`src/design/dfme_pkg.sv`:
```
`default_nettype none

package dfme_pkg;

	localparam int SAMPLE_W = 16;
	localparam int PPF_W    = 14;
	localparam int DECAY_W  = 16;
	localparam int AVG_W    = 16;
	localparam int SUM_W    = 29;
	localparam int CFG_W    = 16;
	localparam int CFG_IDX_W = 1;

	localparam logic [SUM_W-1:0]    SUM_MAX    = 29'h1FFF_FFFF;
	localparam logic [AVG_W-1:0]    FULL_SCALE = 16'hFFFF;
	localparam logic [DECAY_W:0]    Q16_ONE    = 17'h1_0000;
	localparam logic [15:0]         ROUND_HALF = 16'h8000;

	localparam logic [PPF_W-1:0]   PPF_RESET   = 14'd8192;
	localparam logic [DECAY_W-1:0] DECAY_RESET = 16'd58982;

	typedef enum logic [CFG_IDX_W-1:0] {
		REG_PIXELS_PER_FRAME = 1'b0,
		REG_DECAY_FACTOR     = 1'b1
	} cfg_reg_e;

	typedef struct packed {
		logic busy;
		logic done;
	} div_stat_t;

endpackage

`default_nettype wire

```
`src/design/dfme_div.sv`:
```
`default_nettype none

// Restoring divider, one quotient bit per cycle.
module dfme_div #(
	parameter int NUM_W = 45,
	parameter int DEN_W = 30
) (
	input  wire logic               clk,
	input  wire logic               arst_n,
	input  wire logic               start,
	input  wire logic [NUM_W-1:0]   num,
	input  wire logic [DEN_W-1:0]   den,
	output logic      [NUM_W-1:0]   quot,
	output dfme_pkg::div_stat_t     stat
);

	localparam int CNT_W = $clog2(NUM_W + 1);

	logic [NUM_W-1:0] shift_q;
	logic [DEN_W-1:0] rem_q;
	logic [DEN_W-1:0] den_q;
	logic [CNT_W-1:0] cnt_q;
	logic             busy_q;
	logic             done_q;

	logic [DEN_W:0]   trial;
	logic [DEN_W:0]   diff;
	logic             fits;

	always_comb begin
		trial = {rem_q, shift_q[NUM_W-1]};
		diff  = trial - {1'b0, den_q};
		fits  = trial >= {1'b0, den_q};
	end

	always_ff @(posedge clk or negedge arst_n) begin
		if (!arst_n) begin
			busy_q <= 1'b0;
			done_q <= 1'b0;
			cnt_q  <= '0;
		end else begin
			done_q <= 1'b0;
			if (start) begin
				busy_q <= 1'b1;
				cnt_q  <= '0;
			end else if (busy_q) begin
				cnt_q <= cnt_q + 1'b1;
				if (cnt_q == CNT_W'(NUM_W - 1)) begin
					busy_q <= 1'b0;
					done_q <= 1'b1;
				end
			end
		end
	end

	// dividend bits leave at the top while quotient bits enter at the bottom
	always_ff @(posedge clk) begin
		if (start) begin
			shift_q <= num;
			rem_q   <= '0;
			den_q   <= den;
		end else if (busy_q) begin
			shift_q <= {shift_q[NUM_W-2:0], fits};
			rem_q   <= fits ? diff[DEN_W-1:0] : trial[DEN_W-1:0];
		end
	end

	assign quot      = shift_q;
	assign stat.busy = busy_q;
	assign stat.done = done_q;

endmodule

`default_nettype wire

```
`config.mk`:
```
export PLATFORM = sky130hd
export DESIGN_NAME = dfme_div
export DESIGN_NICKNAME = d
export VERILOG_FILES = /design/src/design/dfme_pkg.sv /design/src/design/dfme_div.sv
export SDC_FILE = /design/constraint.sdc
export NUM_CORES = 1
export LEC_CHECK = 0
export ABC_AREA = 1
export BUFFER_PORTS_ARGS = -buffer_cell sky130_fd_sc_hd__buf_2
export CORE_MARGIN = 4
export CORE_UTILIZATION = 55
export CTS_CLUSTER_SIZE = 24
export DETAILED_ROUTE_END_ITERATION = 8
export HOLD_SLACK_MARGIN = 0.05
export PLACE_DENSITY = 0.9
export SLEW_MARGIN = 15
export SYNTH_ARGS = -nofsm -noshare
export SYNTH_HDL_FRONTEND = slang
export SYNTH_SLANG_ARGS = --single-unit
```
`constraint.sdc`:
```
create_clock -name clk -period 2.84 [get_ports clk]
set_input_delay 0.71 -clock clk [delete_from_list [all_inputs] [get_ports clk]]
set_output_delay 0.71 -clock clk [all_outputs]
set_load 0.02 [all_outputs]
```
==> summary.md <==
| Metric | Value |
|---|---|
| Status | `finished clean` |
| Ys flop type | `edfxtp_1` |
| ANT nets after route | `0` |
| Slew Limit Fails | `0` |
| Area post-placement | `7730 µm²` |
| DRT iter0 DRCs | `569` |
| CTS Buf Count | `17` |
| HP Class | `input pin to async pin` |
| Crit path depth | `12` |
| Top Ports | `125` |
| Inserted Diodes | `0` |
| GRT Resource Usage Total | `0.269` |
| CTS root buffer | `clkbuf_16` |
| Tcrit/Tclk final | `0.865` |
| Async SR Flop Fraction | `0.0708` |
| MaxCap Viol Count | `0` |
| Netlist cell types | `35` |
| Commonest non-fill, non-tap cells in the layout | `nand2_1 (396), inv_1 (144), buf_2 (124)` |
| Worst skew pair latency | `0.42 ns` |
| Share of cells above drive strength 1 | `0.157` |
| Global placement routability congestion | `1.05` |
| Die width | `120 µm` |
| Dpl cells | `1244` |
| Static leakage | `4.38 nW` |
| CTS H-tree lvls | `4` |
| CP dominant cell by count | `nand2_1` |
| Max Clock Skew | `0.00846 ns` |
| Routed wire length | `18600 µm` |
| Setup crit end kind | `register` |
| Total number of vias | `6646` |
| Final std cells w/o fill | `1276` |
| Mapped Nets | `1078` |
| Number of synthesized register bits | `113` |
| CTS tree | `built` |
| Fin. Hold Viols | `0` |
| Core Rows | `40` |
| Initial Utilization | `0.570` |
| Mean Syn Cell Area | `7.17 µm²` |
| Resized Gates After CTS | `0` |
| Core area | `12200 µm²` |
| Number of flops mapped to enable cells by yosys | `75` |
| Fin area | `8260 µm²` |
| CP max-delay cell | `o21ai_0` |
| Crit Path Max Fanout | `3` |
| CP bufs+invs | `1` |
| Drt drc | `0` |
| Most common cell after layout, fill and taps aside | `nand2_1` |
| Clock tree buffer depth | `2` |
| Initial antenna violation count | `0` |
| Vias in the first global route | `6574` |
| Area Growth Syn to Fin | `19.1%` |
| Yosys warns | `0` |
| # port buffers | `124` |
| Routed WL per cell | `14.6 µm` |
| Critical Path RT | `3.16 ns` |
| Dpl hpwl | `13900 µm` |
| Mapped Cells | `967` |
| Nets | `1206` |
| Grt ovf | `0` |
| CP delay by family, top | `adder cells` |
| Reg clk slew, reported paths | `0.06 ns` |
| Crit-path cells | `inv_1 > ha_1 > fa_1 > nor2_1 > nor2_1 > o21ai_0 > nand3_1 > nand2_1 > xnor2_1 > nand2_1 > nand2_1 > nand2_1` |
| Post-Syn Area | `6930 µm²` |
| Reg2reg path depth | `12` |
| Setup CP Type | `register to register` |
| Maximum VDD drop | `0.000636 V` |
| Minimum clock period | `2.46 ns` |
| Final Core Density | `0.679` |
| First-pass GRT wire length | `30600 µm` |
| Clk sinks | `113` |
| Data arrival, critical path | `2.78 ns` |
| Vias/cell | `5.21` |
| Max-slew headroom | `0.553` |
| Worst Hold Margin | `0.125 ns` |
| Setup crit start kind | `register` |
| Post-synthesis sequential area ratio | `0.440` |
| Pre-CTS WS | `0.497 ns` |
| Die Footprint | `14500 µm²` |
| Unrepaired setup endpoints after global routing | `no` |
| Achievable Freq | `407 MHz` |
| Setup violators final | `0` |
| Worst setup margin | `0.383 ns` |
| Setup Buffers After CTS | `0` |
| Max incr delay on CP | `0.47 ns` |
| Drt first pass iters | `7` |
| CTS Hold Bufs | `0` |
| Setup TNS | `0 ns` |
| Largest net degree at the start of global routing | `58` |
| P per Cell Area | `925 nW/µm²` |
| Least-Margin Pin Slew | `0.669 ns` |
| Die Y | `120 µm` |
| Total Power | `7.64 mW` |
==> cells by family after synthesis <==
kind of cell    Yosys count  share of synthesized area
simple gates            588                      0.348
buf+inv                 172                     0.0973
flops                   113                      0.440
compound gates           47                     0.0366
fa+ha+maj                33                     0.0606
xor+xnor                 14                     0.0177
==> flip-flops by register name (all words and copies together), names as in the netlist <==
name / count
den_q: 30
cnt_q: 6
rem_q: 30
quot: 45
busy_q: 1
done_q: 1
==> metal layers <==
metal / GRT usage / wire length (µm)
met5: 0 / 0
met2: 0.457 / 9020
met4: 0.101 / 453
met3: 0.0767 / 1500
met1: 0.325 / 7620
==> report_power, final <==
| group | total [mW] | internal [mW] | switching, mW |
|---|---|---|---|
| Sequential | 2.27 | 2.07 | 0.194 |
| Combinational | 3.50 | 1.22 | 2.28 |
| Clock | 1.87 | 1.11 | 0.765 |
==> path summary, 6_finish.rpt <==
kind	from	end	slack, ns
hold / removal	arst_n	cnt_q[4]$_DFFE_PN0P_	0.12
min in group clk	den[6]	den_q[6]$_DFFE_PP_	0.46
max in group asynchronous	arst_n	cnt_q[3]$_DFFE_PN0P_	2.54
setup reg to reg	quot[44]$_DFFE_PP_	rem_q[14]$_SDFFE_PP0P_	0.38
setup / recovery	quot[44]$_DFFE_PP_	rem_q[14]$_SDFFE_PP0P_	0.38
hold reg to reg	rem_q[18]$_SDFFE_PP0P_	rem_q[18]$_SDFFE_PP0P_	0.47
==> layout make-up <==
| class | instances | area [µm²] |
|---|---|---|
| repair buffers | 132 | 706 |
| fillers | 1000 | 3900 |
| clock buffers | 19 | 433 |
| inverters | 149 | 559 |
| flip-flops and latches | 113 | 3050 |
| multi-input cells | 682 | 3210 |
| well taps | 168 | 210 |
| clock inverters | 13 | 91.3 |
==> Yosys cell counts (all sizes together) (11+ instances only) <==
cell type | number | area share
nor2 | 80 | 0.044
dfxtp | 30 | 0.087
nand4 | 11 | 0.0099
o21ai | 18 | 0.013
inv | 148 | 0.080
nand2 | 397 | 0.22
a21oi | 22 | 0.016
edfxtp | 75 | 0.32
buf | 11 | 0.010
xnor2 | 11 | 0.014
ha | 32 | 0.058
nand3 | 79 | 0.059
clkbuf | 12 | 0.0065
(Power assumes the default switching activity.)
